**src/sv/mse_pkg.sv**
```systemverilog
// Package: types, codes and constants shared by the execute unit modules.
`timescale 1ns / 1ps
package mse_pkg;

    typedef enum logic [4:0] {
        ACT_ADD = 5'd0, ACT_ADDU = 5'd1, ACT_SUB = 5'd2, ACT_SUBU = 5'd3,
        ACT_MULT = 5'd4, ACT_MULTU = 5'd5, ACT_DIV = 5'd6, ACT_DIVU = 5'd7,
        ACT_AND = 5'd8, ACT_NOR = 5'd9, ACT_OR = 5'd10, ACT_XOR = 5'd11,
        ACT_NOT = 5'd12, ACT_LW = 5'd13, ACT_LI = 5'd14, ACT_LA = 5'd15,
        ACT_SW = 5'd16, ACT_MOVE = 5'd17, ACT_MFHI = 5'd18, ACT_MFLO = 5'd19,
        ACT_J = 5'd20, ACT_BEQ = 5'd21, ACT_BNE = 5'd22, ACT_BLT = 5'd23,
        ACT_BLE = 5'd24, ACT_BGT = 5'd25, ACT_BGE = 5'd26, ACT_NOP = 5'd27,
        ACT_RESTART = 5'd28
    } t_action;

    localparam logic [2:0] ST_OK      = 3'd0;
    localparam logic [2:0] ST_DIV0    = 3'd1;
    localparam logic [2:0] ST_OVF     = 3'd2;
    localparam logic [2:0] ST_UNKNOWN = 3'd3;
    localparam logic [2:0] ST_MEM     = 3'd4;

    localparam logic CFG_PROGRAM_LAST = 1'b0;
    localparam logic CFG_START_PC     = 1'b1;

    typedef struct packed {
        logic [4:0]  action;
        logic [4:0]  dest_reg;
        logic [4:0]  src_a_reg;
        logic        src_a_is_imm;
        logic [4:0]  src_b_reg;
        logic        src_b_is_imm;
        logic [31:0] immediate;
        logic [9:0]  target;
    } t_in_beat;

    typedef struct packed {
        logic [9:0]  next_pc;
        logic [2:0]  status;
        logic        reg_written;
        logic [4:0]  written_reg;
        logic [31:0] written_value;
        logic [31:0] hi_value;
        logic [31:0] lo_value;
    } t_out_beat;

    typedef enum logic [2:0] {
        S_CLEAR, S_IDLE, S_READ, S_EXEC, S_ITER, S_MEMR, S_DONE
    } t_state;

    // Controller to datapath
    typedef struct packed {
        logic clr_step;   // clear one memory word
        logic capture;    // latch input beat
        logic read_ops;   // register file read
        logic exec;       // decide and start the instruction
        logic iter;       // one multiply/divide step
        logic finish_md;  // write back hi/lo
        logic finish_ld;  // write back load data or commit a store
        logic emit;       // load the output register
    } t_cmd;

    // Datapath to controller
    typedef struct packed {
        logic clr_done;
        logic need_iter;  // started a multiply/divide
        logic need_mem;   // started a load or store
        logic iter_last;
    } t_sts;

endpackage

```
**src/sv/mse_control.sv**
```systemverilog
// Controller: sequencing of clear, read, execute, iterate and result stages.
`timescale 1ns / 1ps
module mse_control (
    input  logic          i_clk,
    input  logic          i_rst_n,
    input  logic          i_in_valid,
    output logic          o_in_stall,
    output logic          o_out_valid,
    input  logic          i_out_stall,
    input  mse_pkg::t_sts i_sts,
    output mse_pkg::t_cmd o_cmd
);
    import mse_pkg::*;

    t_state r_state, n_state;
    logic   r_out_valid;
    logic   r_md_fin;

    assign o_out_valid = r_out_valid;
    // input waits while busy or while a held result still occupies the output
    assign o_in_stall  = (r_state != S_IDLE) || (r_out_valid && i_out_stall);

    // next state
    always_comb begin
        n_state = r_state;
        case (r_state)
            S_CLEAR: if (i_sts.clr_done) n_state = S_IDLE;
            S_IDLE:  if (i_in_valid && !o_in_stall) n_state = S_READ;
            S_READ:  n_state = S_EXEC;
            S_EXEC: begin
                if (i_sts.need_iter)     n_state = S_ITER;
                else if (i_sts.need_mem) n_state = S_MEMR;
                else                     n_state = S_DONE;
            end
            S_ITER:  if (i_sts.iter_last) n_state = S_DONE;
            S_MEMR:  n_state = S_DONE;
            S_DONE: begin
                if (!r_md_fin && (!r_out_valid || !i_out_stall)) n_state = S_IDLE;
            end
            default: n_state = S_IDLE;
        endcase
    end

    // command outputs; hi/lo write-back comes before the result is emitted
    always_comb begin
        o_cmd = '0;
        case (r_state)
            S_CLEAR: o_cmd.clr_step = 1'b1;
            S_IDLE:  o_cmd.capture  = i_in_valid && !o_in_stall;
            S_READ:  o_cmd.read_ops = 1'b1;
            S_EXEC:  o_cmd.exec     = 1'b1;
            S_ITER: begin
                o_cmd.iter      = 1'b1;
            end
            S_MEMR:  o_cmd.finish_ld = 1'b1;
            S_DONE: begin
                o_cmd.finish_md = r_md_fin;
                o_cmd.emit      = !r_md_fin && (!r_out_valid || !i_out_stall);
            end
            default: ;
        endcase
    end

    // finish_md is raised on the cycle after the last step
    always_ff @(posedge i_clk) begin
        if (!i_rst_n) begin
            r_state     <= S_CLEAR;
            r_out_valid <= 1'b0;
            r_md_fin    <= 1'b0;
        end else begin
            r_state  <= n_state;
            r_md_fin <= (r_state == S_ITER) && i_sts.iter_last;
            if (o_cmd.emit)               r_out_valid <= 1'b1;
            else if (!i_out_stall)        r_out_valid <= 1'b0;
        end
    end

    assert property (@(posedge i_clk) disable iff (!i_rst_n)
        (r_state == S_CLEAR) |-> o_in_stall)
        else $error("input taken during memory clear");
    assert property (@(posedge i_clk) disable iff (!i_rst_n)
        o_cmd.emit |-> !(r_out_valid && i_out_stall))
        else $error("result overwritten while stalled");
    assert property (@(posedge i_clk) disable iff (!i_rst_n)
        $rose(r_md_fin) |-> r_state == S_DONE)
        else $error("hi/lo write-back out of order");
endmodule

```
**config.mk**
```make
export PLATFORM = sky130hd
export DESIGN_NAME = mse_control
export DESIGN_NICKNAME = d
export VERILOG_FILES = /design/src/sv/mse_pkg.sv /design/src/sv/mse_control.sv
export SDC_FILE = /design/constraint.sdc
export NUM_CORES = 1
export LEC_CHECK = 0
export BUFFER_PORTS_ARGS = -buffer_cell sky130_fd_sc_hd__clkbuf_2
export CAP_MARGIN = 5
export CELL_PAD_IN_SITES_DETAIL_PLACEMENT = 1
export CELL_PAD_IN_SITES_GLOBAL_PLACEMENT = 2
export CORE_MARGIN = 4
export CORE_UTILIZATION = 19
export DETAILED_ROUTE_END_ITERATION = 10
export PLACE_DENSITY = 0.69
export SETUP_SLACK_MARGIN = 0.02
export SLEW_MARGIN = 20
export SYNTH_ARGS = -nofsm -noshare
export SYNTH_HDL_FRONTEND = slang
export SYNTH_SLANG_ARGS = --single-unit
export TNS_END_PERCENT = 50
```
**constraint.sdc**
```tcl
create_clock -name i_clk -period 1.1 [get_ports i_clk]
set_clock_uncertainty 0.15 [all_clocks]
set_input_delay 0.055 -clock i_clk [delete_from_list [all_inputs] [get_ports i_clk]]
set_output_delay 0.055 -clock i_clk [all_outputs]
set_load 0.05 [all_outputs]
```
After elaboration in Yosys (flattened, before gate mapping)
Cells that the tools add are included.
W data, S select, Z words.
{"block": "word_totals", "ramBits": 0, "register_bits": 5, "mem_bits_ro": 0, "input_bits": 8, "out_inout_bits": 10, "wordCells": 44, "n_memories": 0, "latchBits": 0}
{"block": "classes", "n_mux": 17, "magnitude_cmp": 0, "eq_ne": 12, "n_reduce_logical": 12, "bitwise_logic": 0, "shifts": 0, "div": 0, "mul": 0, "n_addsub": 0}
{"operator": "$pmux W3 S7", "count": 1}
{"operator": "$mux W3", "count": 4}
{"operator": "$mux W1", "count": 10}
{"operator": "$eq A3 B3 Y1 const B", "count": 3}
{"operator": "$ne A2 B2 Y1 const B", "count": 4}
{"operator": "$eq A3 B2 Y1 const B", "count": 2}
{"operator": "$logic_and A1 B1 Y1", "count": 4}
{"operator": "$logic_not A1 Y1", "count": 4}
{"operator": "$mux W2", "count": 2}
{"operator": "$reduce_and A4 Y1", "count": 1}
{"operator": "$eq A3 B1 Y1 const B", "count": 1}
{"operator": "$logic_not A3 Y1", "count": 1}
{"operator": "$ne A3 B1 Y1 const B", "count": 1}
{"operator": "$logic_or A1 B1 Y1", "count": 2}
{"operator": "$ne A2 B1 Y1 const B", "count": 1}

Logic depth before layout (Yosys ltp)
Gate-level depths: netlist of run 1.
{"block": "depth", "ltp_word": 6, "depth_mapped": 5, "ltp_nobuf": 4}

Worst setup path after synthesis of run 1
OpenSTA, ideal clock, no wires.
{"block": "synth_timing", "path_kind": "flip-flop to flip-flop", "startpoint": "register r_state[1]", "endpoint": "register r_md_fin", "n_path_buf": 1, "path_stages_with_launch": 4, "arrival_ns": 1.923, "slack_ns": -1.038, "synth_period_minus_slack_ns": 2.138, "setup_time_ns": 0.065, "cell_sequence": "dfxtp_1 > buf_4 > nor3b_1 > and3_1"}
{"block": "synth_between", "elab_chain_len": 2}
{"item": "from (decl)", "line_no": "mse_control.sv:15", "text": "t_state r_state, n_state;"}
{"item": "from (signal assigned)", "line_no": "mse_control.sv:71", "text": "r_state <= n_state;"}
{"item": "$eq A3 B3 Y1", "line_no": "mse_control.sv:72", "text": "r_md_fin <= (r_state == S_ITER) && i_sts.iter_last;"}
{"item": "$logic_and A1 B1 Y1", "line_no": "mse_control.sv:72"}
{"item": "to (signal assigned)", "line_no": "mse_control.sv:72"}
{"item": "to (decl)", "line_no": "mse_control.sv:17", "text": "logic r_md_fin;"}
No other way between the ends.
A chain may end at the register's enable or synchronous reset.

==> run_results.csv, run 1 <==
group,metric,value,unit
timing,fin_crit,1.38,ns
synth,synthesis.nets,53,
clocking,cts_made_buffers,3,
synth,synth_area,352,um2
route,wl_per_cell,13.4,um
clocking,cts_tree,"yes",
route,wirelength,1480,um
power,switching_share,35.9,%
worst_setup_path,critPathMaxStageDelay,0.37,ns
synth,synth_async_sr_flop_share,0,%
floorplanning,die_x,51.0,um
layout,finalNetCount,95,
worst_setup_path,critical_path_class,"reg2out",
floorplanning,core,1750,um2
global_route,antenna_found_initial,0,
worst_setup_path,path_cells,"buf_6 > nor2b_4 > and2_4 > buf_12",
worst_setup_path,crit_required,0.89,ns
synth,synth_ff_type,"dfxtp_1",
clocking,cts_buffer_depth,2,
worst_setup_path,cp_data_arrival_time,1.17,ns
worst_setup_path,critPathCaptureType,"output port",
timing,rsz0062_at_grt,"yes",
clocking,root_buffer,"clkbuf_4",
global_route,grt_max_degree,10,
global_route,overflow,0,
timing,slew-limit-headroom,84.7,%
power,total_power,0.822,mW
timing,fin_ws,-0.277,ns
placed_design,dp_slack,-0.245,ns
global_route,grt_pass1_vias,486,
power,ir_worst_vdd,421,uV
worst_setup_path,critPathTopFamily,"flip-flops",
route,first_pass_iters,2,
floorplanning,dieHeight,51.0,um
route,num_vias,475,
synth,synth-warning-count,0,
global_route,grt_pass1_wl,2140,um
floorplanning,initial_core_util,20.1,%
floorplanning,ios,18,
layout,syn2layout_area_growth,155,%
timing,finalMaxSlewViolations,0,
power,p_leak,0.397,nW
route,viasPerCell,4.28,
power,cellInternalPower,0.527,mW
floorplanning,dieArea,2600,um2
outcome,status,"finished, violations left",
worst_setup_path,cp-start-kind,"flop",
timing,hold_viol,0,
run,cap_violations,0,
placed_design,port_buffers,17,
floorplanning,rows,15,
worst_setup_path,crit_buf_inv,2,
layout,seq_area,115,um2
layout,num-fill-cells,204,
outcome,violations,"negative setup slack",
clocking,cts.htree.levels,1,
worst_setup_path,crit_path_max_fanout,6,
layout,drive_gt1_share,75.6,%
route,dr.first_iter.drc_count,2,
clocking,clk_pin_slew,0.05,ns
synth,syn_inst,45,
placed_design,globalplace.congestion,0.697,
synth,yosysSeqAreaShare,28.5,%
power,power_density,917,nW/um2
clocking,cts.sinks,5,
timing,setup_tns,-2.98,ns
route,drcViolationCount,0,
layout,n_antenna_cell,0,
synth,synth-edff-count,0,
timing,hold_slack,0.0131,ns
power,p_switching,0.295,mW
synth,synth-seq-cells,5,
placed_design,hpwlAfterDp,940,um
timing,max_freq,726,MHz
power,pwr-share-comb,48.1,%
timing,max_slew.worst_pin.slew,0.227,ns
route,antenna_left,0,
worst_setup_path,cpMaxStageDelayCell,"dfxtp_4",
timing,period_share,125,%
clocking,clk_latency,0.24,ns
power,seqPwrFrac,25.4,%
layout,multiInputGateArea,305,um2
power,clock_power_share,26.5,%
hold_path,min_path_type,"in2reg",
synth,synth_area_per_cell,7.81,um2
timing,setup-violations-final,14,
synth,ys_types,28,
global_route,global_route.usage.total,11.0,%
## tightest hold or removal path: stages
cell and delay [ns]:
clkbuf_2 0.09, inv_1 0.07, or3_1 0.10, o31ai_1 0.05
## stage by stage
step	util (%)	area [um2]	instances
2_1_floorplan	-	405	45
3_3_place_gp	36.1	631	97
3_5_place_dp	36.1	631	97
4_1_cts	46.8	817	106
5_1_grt	51.4	897	111
6_report	51.4	897	111
## cell families (layout without fill, tap and decap cells)
kind of cell | count (synthesis) | after routing | synth area share (%)
AND/OR/NAND/NOR | 22 | 22 | 38.1
AO/OA/AOI/OAI | 10 | 10 | 19.6
flip-flops | 5 | 5 | 28.5
buffers and inverters | 8 | 49 | 13.9
## sequential cells by signal, summed over array words and instances, names as in the netlist
name         count
r_state          3
o_out_valid      1
r_md_fin         1
## area by class of cell
| type | instances | area share, % |
|---|---|---|
| Timing Repair Buffer | 40 | 44.1 |
| Multi-Input combinational cell | 32 | 34.0 |
| Sequential cell | 5 | 12.8 |
| Tap cell | 25 | 3.49 |
| Clock buffer | 4 | 2.93 |
| Inverter | 5 | 2.65 |
## cell usage in the layout (no fill, tap or decap), drive strengths merged, types with 3 or more instances in the layout
| cell | n |
|---|---|
| dfxtp | 5 |
| buf | 29 |
| inv | 5 |
| nand2 | 4 |
| clkbuf | 13 |
| a21oi | 3 |
| nor2 | 4 |
## per-layer routing
layer	vias up	global-route usage [%]	routed length [um]
li1	236	-	-
met2	9	20.2	807
met4	0	4.04	0
met1	230	12.5	636
met5	-	0	0
met3	0	1.75	40
## synth_stat cells, drive strengths merged (2+ instances only)
cell	count	area share (%)
o21ai	2	2.8
inv	5	5.3
nand3	2	4.3
nor2	4	4.3
nor4	2	5.3
dfxtp	5	28
nor3b	2	4.3
nor2b	2	4.3
a21oi	3	5.3
buf	3	8.5
nand2	4	4.3
## final timing paths
kind	startpoint	endpoint	slack, ns	cells past startpoint
min	i_rst_n	r_state[1]$_SDFFE_PN0P_	0.01	4
min reg2reg	o_out_valid$_SDFFE_PN0P_	o_out_valid$_SDFFE_PN0P_	0.51	3
max reg2reg	r_state[1]$_SDFFE_PN0P_	r_state[0]$_SDFFE_PN0P_	-0.24	3
max	r_state[2]$_SDFFE_PN0P_	o_cmd[5]	-0.28	4
## power by group through the flow
stage | sequential, mW | clock (mW) | combinational (mW)
detailed placement | 0.213 | 0 | 0.269
global route | 0.211 | 0.237 | 0.422
global placement | 0.212 | 0 | 0.268
floorplan | 0.197 | 0 | 0.182
finish | 0.209 | 0.218 | 0.395
CTS | 0.209 | 0.222 | 0.346
## what timing repair did
action                     in CTS  in global routing
gates resized for setup        33                 17
hold endpoints to repair        1                  0
setup endpoints to repair      15                 14
setup buffers                   3                  5
pin swaps                       2                  6
hold buffers                    2                  0
Note: power is estimated with default switching activity, not from simulation.
==> run 2, diff against run 1 <==
--- a/config.mk
+++ b/config.mk
@@ -9,9 +9,9 @@
 export CAP_MARGIN = 5
 export CELL_PAD_IN_SITES_DETAIL_PLACEMENT = 1
 export CELL_PAD_IN_SITES_GLOBAL_PLACEMENT = 2
-export CORE_MARGIN = 4
 export CORE_UTILIZATION = 19
 export DETAILED_ROUTE_END_ITERATION = 10
+export GPL_ROUTABILITY_DRIVEN = 1
 export PLACE_DENSITY = 0.69
 export SETUP_SLACK_MARGIN = 0.02
 export SLEW_MARGIN = 20
==> run_results.csv, run 2 (same netlist as run 1, synthesis figures left out) <==
group,metric,value,unit
floorplanning,rows,15,
worst_setup_path,crit_required,0.89,ns
floorplanning,dieHeight,45.0,um
route,wirelength,1370,um
clocking,root_buffer,"clkbuf_4",
timing,setup-violations-final,13,
layout,num-fill-cells,202,
global_route,grt_pass1_vias,562,
clocking,cts.sinks,5,
worst_setup_path,crit_buf_inv,2,
timing,finalMaxSlewViolations,0,
floorplanning,ios,18,
layout,max_flop_register,"r_state",
layout,multiInputGateArea,305,um2
worst_setup_path,cp-startpoint,"r_state[2]$_SDFFE_PN0P_",
layout,seq_area,115,um2
clocking,cts_tree,"yes",
layout,drive_gt1_share,74.4,%
timing,rsz0062_at_grt,"yes",
layout,finalCoreUtilization,50.8,%
worst_setup_path,cp_data_arrival_time,1.15,ns
placed_design,port_buffers,17,
global_route,antenna_found_initial,0,
global_route,grt_max_degree,8,
run,cap_violations,0,
floorplanning,initial_core_util,20.4,%
floorplanning,core,1730,um2
route,antenna_left,0,
worst_setup_path,crit_path_max_fanout,6,
worst_setup_path,critical_path_class,"reg2out",
worst_setup_path,reg2reg_slack,-0.21,ns
layout,mostFrequentLayoutCells,"17 x buf_4, 7 x clkbuf_2, 5 x buf_8",
worst_setup_path,critPathMaxStageDelay,0.40,ns
clocking,cts.htree.levels,1,
layout,syn2layout_area_growth,149,%
worst_setup_path,critPathTopFamily,"flip-flops",
route,first_pass_iters,2,
global_route,global_route.usage.total,17.6,%
hold_path,min_path_type,"in2reg",
placed_design,globalplace.congestion,0.712,
layout,largest_register_ffs,3,
hold_path,min_path_cells,3,
hold_path,min_from,"i_sts[1]",
outcome,violations,"negative setup slack",
layout,finalNetCount,95,
placed_design,hpwlAfterDp,896,um
timing,hold_viol,0,
floorplanning,die_x,45.0,um
clocking,clk_latency,0.24,ns
global_route,grt_pass1_wl,2410,um
timing,period_share,124,%
global_route,overflow,0,
worst_setup_path,critPathCaptureType,"output port",
route,wl_per_cell,12.4,um
layout,n_antenna_cell,0,
outcome,status,"finished, violations left",
route,num_vias,494,
timing,fin_ws,-0.260,ns
route,drcViolationCount,0,
power,power_density,908,nW/um2
timing,max_slew.worst_pin.slew,0.208,ns
timing,slew-limit-headroom,86.0,%
power,p_leak,0.394,nW
worst_setup_path,cp-start-kind,"flop",
power,ir_worst_vdd,411,uV
clocking,cts_buffer_depth,2,
layout,final_common_cell,"buf_4",
worst_setup_path,worstRegToRegCells,4,
worst_setup_path,path_cells,"buf_4 > nor3b_2 > clkbuf_8",
worst_setup_path,worstReg2RegStart,"r_state[2]$_SDFFE_PN0P_",
route,dr.first_iter.drc_count,3,
placed_design,dp_slack,-0.229,ns
timing,fin_crit,1.36,ns
worst_setup_path,cpMaxStageDelayCell,"dfxtp_4",
clocking,cts_made_buffers,3,
floorplanning,dieArea,2030,um2
timing,max_freq,735,MHz
worst_setup_path,crit_cells,3,
route,viasPerCell,4.45,
clocking,clk_pin_slew,0.04,ns
-- run 2: cell count changes in the layout (fill, tap and decap cells not counted), sizes merged --
cell,change
buf,-1
clkbuf,+1
-- run 2: power breakdown --
group | switching [mW] | internal [mW] | leakage [nW]
registers | 0.0237 | 0.189 | 0.0436
clock network | 0.0805 | 0.138 | 0.0150
logic | 0.182 | 0.185 | 0.335
-- run 2: repair_timing --
item	CTS	global route
gates resized for setup	31	11
endpoints found under the hold margin	3	0
buffers inserted	5	1
endpoints found under the setup margin	15	14
pin swaps	8	4
hold buffers	2	0
-- run 2: layer usage --
| layer | routed length [um] | track usage, % |
|---|---|---|
| met5 | 0 | 0 |
| met1 | 533 | 17.8 |
| met2 | 787 | 31.3 |
| met4 | 27 | 14.5 |
| met3 | 25 | 2.80 |
-- run 2: worst paths after layout --
path | endpoint
max | o_cmd[1]
min | r_state[0]$_SDFFE_PN0P_
min reg2reg | o_out_valid$_SDFFE_PN0P_
max reg2reg | r_state[1]$_SDFFE_PN0P_
-- run 2: through the flow --
step / cells / hold slack, ns / total power [mW] / cell area [um2] / TNS, ns
4_1_cts: 110 / 0.000557 / 0.783 / 831 / -2.75
2_1_floorplan: 45 / 0.0575 / 0.379 / 405 / -1.61
5_1_grt: 111 / 0.0375 / 0.847 / 877 / -3.21
3_3_place_gp: 99 / 0.153 / 0.474 / 631 / -1.22
6_report: 111 / 0.0140 / 0.797 / 877 / -2.53
3_5_place_dp: 99 / 0.159 / 0.478 / 631 / -1.35
-- run 2: area by class of cell --
| class | instances | share of cell area (%) |
|---|---|---|
| Sequential cell | 5 | 13.1 |
| Tap cell | 25 | 3.57 |
| Inverter | 5 | 2.43 |
| Multi-Input combinational cell | 32 | 34.8 |
| Timing Repair Buffer | 40 | 43.1 |
| Clock buffer | 4 | 3.00 |
-- run 2: tightest hold or removal path: stages --
cell and delay [ns]:
clkbuf_2 0.09, a21oi_1 0.16, nor4_2 0.06
==> run 3, diff against run 2 <==
--- a/config.mk
+++ b/config.mk
@@ -12,7 +12,7 @@
 export CORE_UTILIZATION = 19
 export DETAILED_ROUTE_END_ITERATION = 10
 export GPL_ROUTABILITY_DRIVEN = 1
-export PLACE_DENSITY = 0.69
+export PLACE_DENSITY = 0.73
 export SETUP_SLACK_MARGIN = 0.02
 export SLEW_MARGIN = 20
 export SYNTH_ARGS = -nofsm -noshare
==> run_results.csv, run 3 (same netlist as run 1, synthesis figures left out) <==
group,metric,value,unit
outcome,status,"finished, violations left",
outcome,violations,"negative setup slack",
timing,slew-limit-headroom,82.7,%
worst_setup_path,critical_path_class,"reg2out",
power,pwr-share-comb,43.9,%
power,switching_share,37.0,%
power,cellInternalPower,0.505,mW
floorplanning,dieHeight,45.0,um
layout,finalNonFillerCells,108,
global_route,global_route.usage.total,17.1,%
layout,drive_gt1_share,72.3,%
clocking,cts.htree.levels,1,
power,power_density,942,nW/um2
route,wirelength,1420,um
worst_setup_path,reg2reg_slack,-0.24,ns
layout,largest_register_ffs,3,
clocking,clk_latency,0.26,ns
hold_path,min_path_type,"in2reg",
power,p_switching,0.296,mW
layout,final_common_cell,"buf_4",
timing,setup-violations-final,13,
layout,n_antenna_cell,0,
timing,max_freq,719,MHz
placed_design,placed_cell_area,631,um2
global_route,grt_pass1_wl,2240,um
layout,max_flop_register,"r_state",
placed_design,place_inst,101,
global_route,grt_pass1_vias,526,
placed_design,hpwlAfterDp,934,um
run,cap_violations,0,
timing,fin_crit,1.39,ns
worst_setup_path,crit_path_max_fanout,7,
timing,hold_slack,0.0258,ns
placed_design,dp_slack,-0.225,ns
timing,setup_tns,-2.83,ns
route,wl_per_cell,13.2,um
power,total_power,0.801,mW
timing,finalMaxSlewViolations,0,
clocking,cts_buffer_depth,2,
route,antenna_left,0,
timing,hold_viol,0,
floorplanning,ios,18,
clocking,cts_tree,"yes",
global_route,antenna_found_initial,0,
layout,mostFrequentLayoutCells,"14 x buf_4, 7 x clkbuf_2, 6 x buf_8",
power,seqPwrFrac,26.8,%
floorplanning,initial_core_util,20.4,%
worst_setup_path,cp-start-kind,"flop",
worst_setup_path,cp_data_arrival_time,1.19,ns
hold_path,min_path_cells,3,
layout,design_area,851,um2
power,ir_worst_vdd,484,uV
placed_design,globalplace.congestion,0.697,
timing,rsz0062_at_grt,"yes",
clocking,root_buffer,"clkbuf_4",
route,viasPerCell,4.48,
clocking,cts.sinks,5,
floorplanning,die_x,45.0,um
layout,finalCoreUtilization,49.3,%
global_route,overflow,0,
timing,max_slew.worst_pin.slew,0.257,ns
clocking,clk_pin_slew,0.05,ns
floorplanning,core,1730,um2
power,clock_power_share,29.2,%
floorplanning,dieArea,2030,um2
layout,syn2layout_area_growth,142,%
global_route,grt_max_degree,9,
clocking,cts_made_buffers,3,
power,p_leak,0.380,nW
worst_setup_path,crit_required,0.89,ns
layout,finalNetCount,92,
worst_setup_path,worstRegToRegCells,4,
route,first_pass_iters,4,
route,drcViolationCount,0,
placed_design,port_buffers,17,
floorplanning,rows,15,
timing,period_share,126,%
route,num_vias,484,
route,dr.first_iter.drc_count,4,
timing,fin_ws,-0.290,ns
worst_setup_path,critPathCaptureType,"output port",
-- run 3: changes by cell type in the layout (fill, tap and decap cells not counted), sizes merged --
cell	previous run	this run
buf	28	25
-- run 3: layer usage --
| layer | global-route usage [%] | vias to the layer above | share of wire, % |
|---|---|---|---|
| met5 | 0 | - | 0 |
| li1 | - | 236 | - |
| met3 | 4.40 | 7 | 3.6 |
| met2 | 28.1 | 17 | 51 |
| met4 | 21.8 | 0 | 5.6 |
| met1 | 15.1 | 224 | 40 |
-- run 3: worst paths after layout --
| kind | from | to |
|---|---|---|
| setup reg to reg | r_state[2]$_SDFFE_PN0P_ | r_state[1]$_SDFFE_PN0P_ |
| hold / removal | i_sts[1] | r_state[0]$_SDFFE_PN0P_ |
| hold reg to reg | r_state[2]$_SDFFE_PN0P_ | r_state[2]$_SDFFE_PN0P_ |
| setup / recovery | r_state[2]$_SDFFE_PN0P_ | o_cmd[3] |
-- run 3: repair_timing --
action / 4_1_cts / 5_1_grt
pin swaps: 6 / 3
hold buffers: 2 / 0
resized for setup: 31 / 15
endpoints found under the setup margin: 15 / 14
hold endpoints to repair: 2 / 0
buffers inserted: 1 / 0
-- run 3: cell type report --
cell class,instances,area (um2)
sequential,5,115
tap,25,31.3
fill,204,876
timing repair buffer,37,362
multi-input combinational,32,293
clock buffer,4,26.3
inverter,5,23.8
-- run 3: power groups by stage --
stage	Clock (mW)	Sequential [mW]	Combinational, mW
floorplan	0	0.197	0.182
global placement	0	0.211	0.265
detailed placement	0	0.213	0.268
CTS	0.241	0.210	0.325
global route	0.257	0.218	0.373
finish	0.234	0.215	0.352
-- run 3: worst max-delay path, stage by stage (launching register included) --
cell and delay [ns]:
dfxtp_4 0.42, buf_6 0.11, nor3b_4 0.22, buf_8 0.18
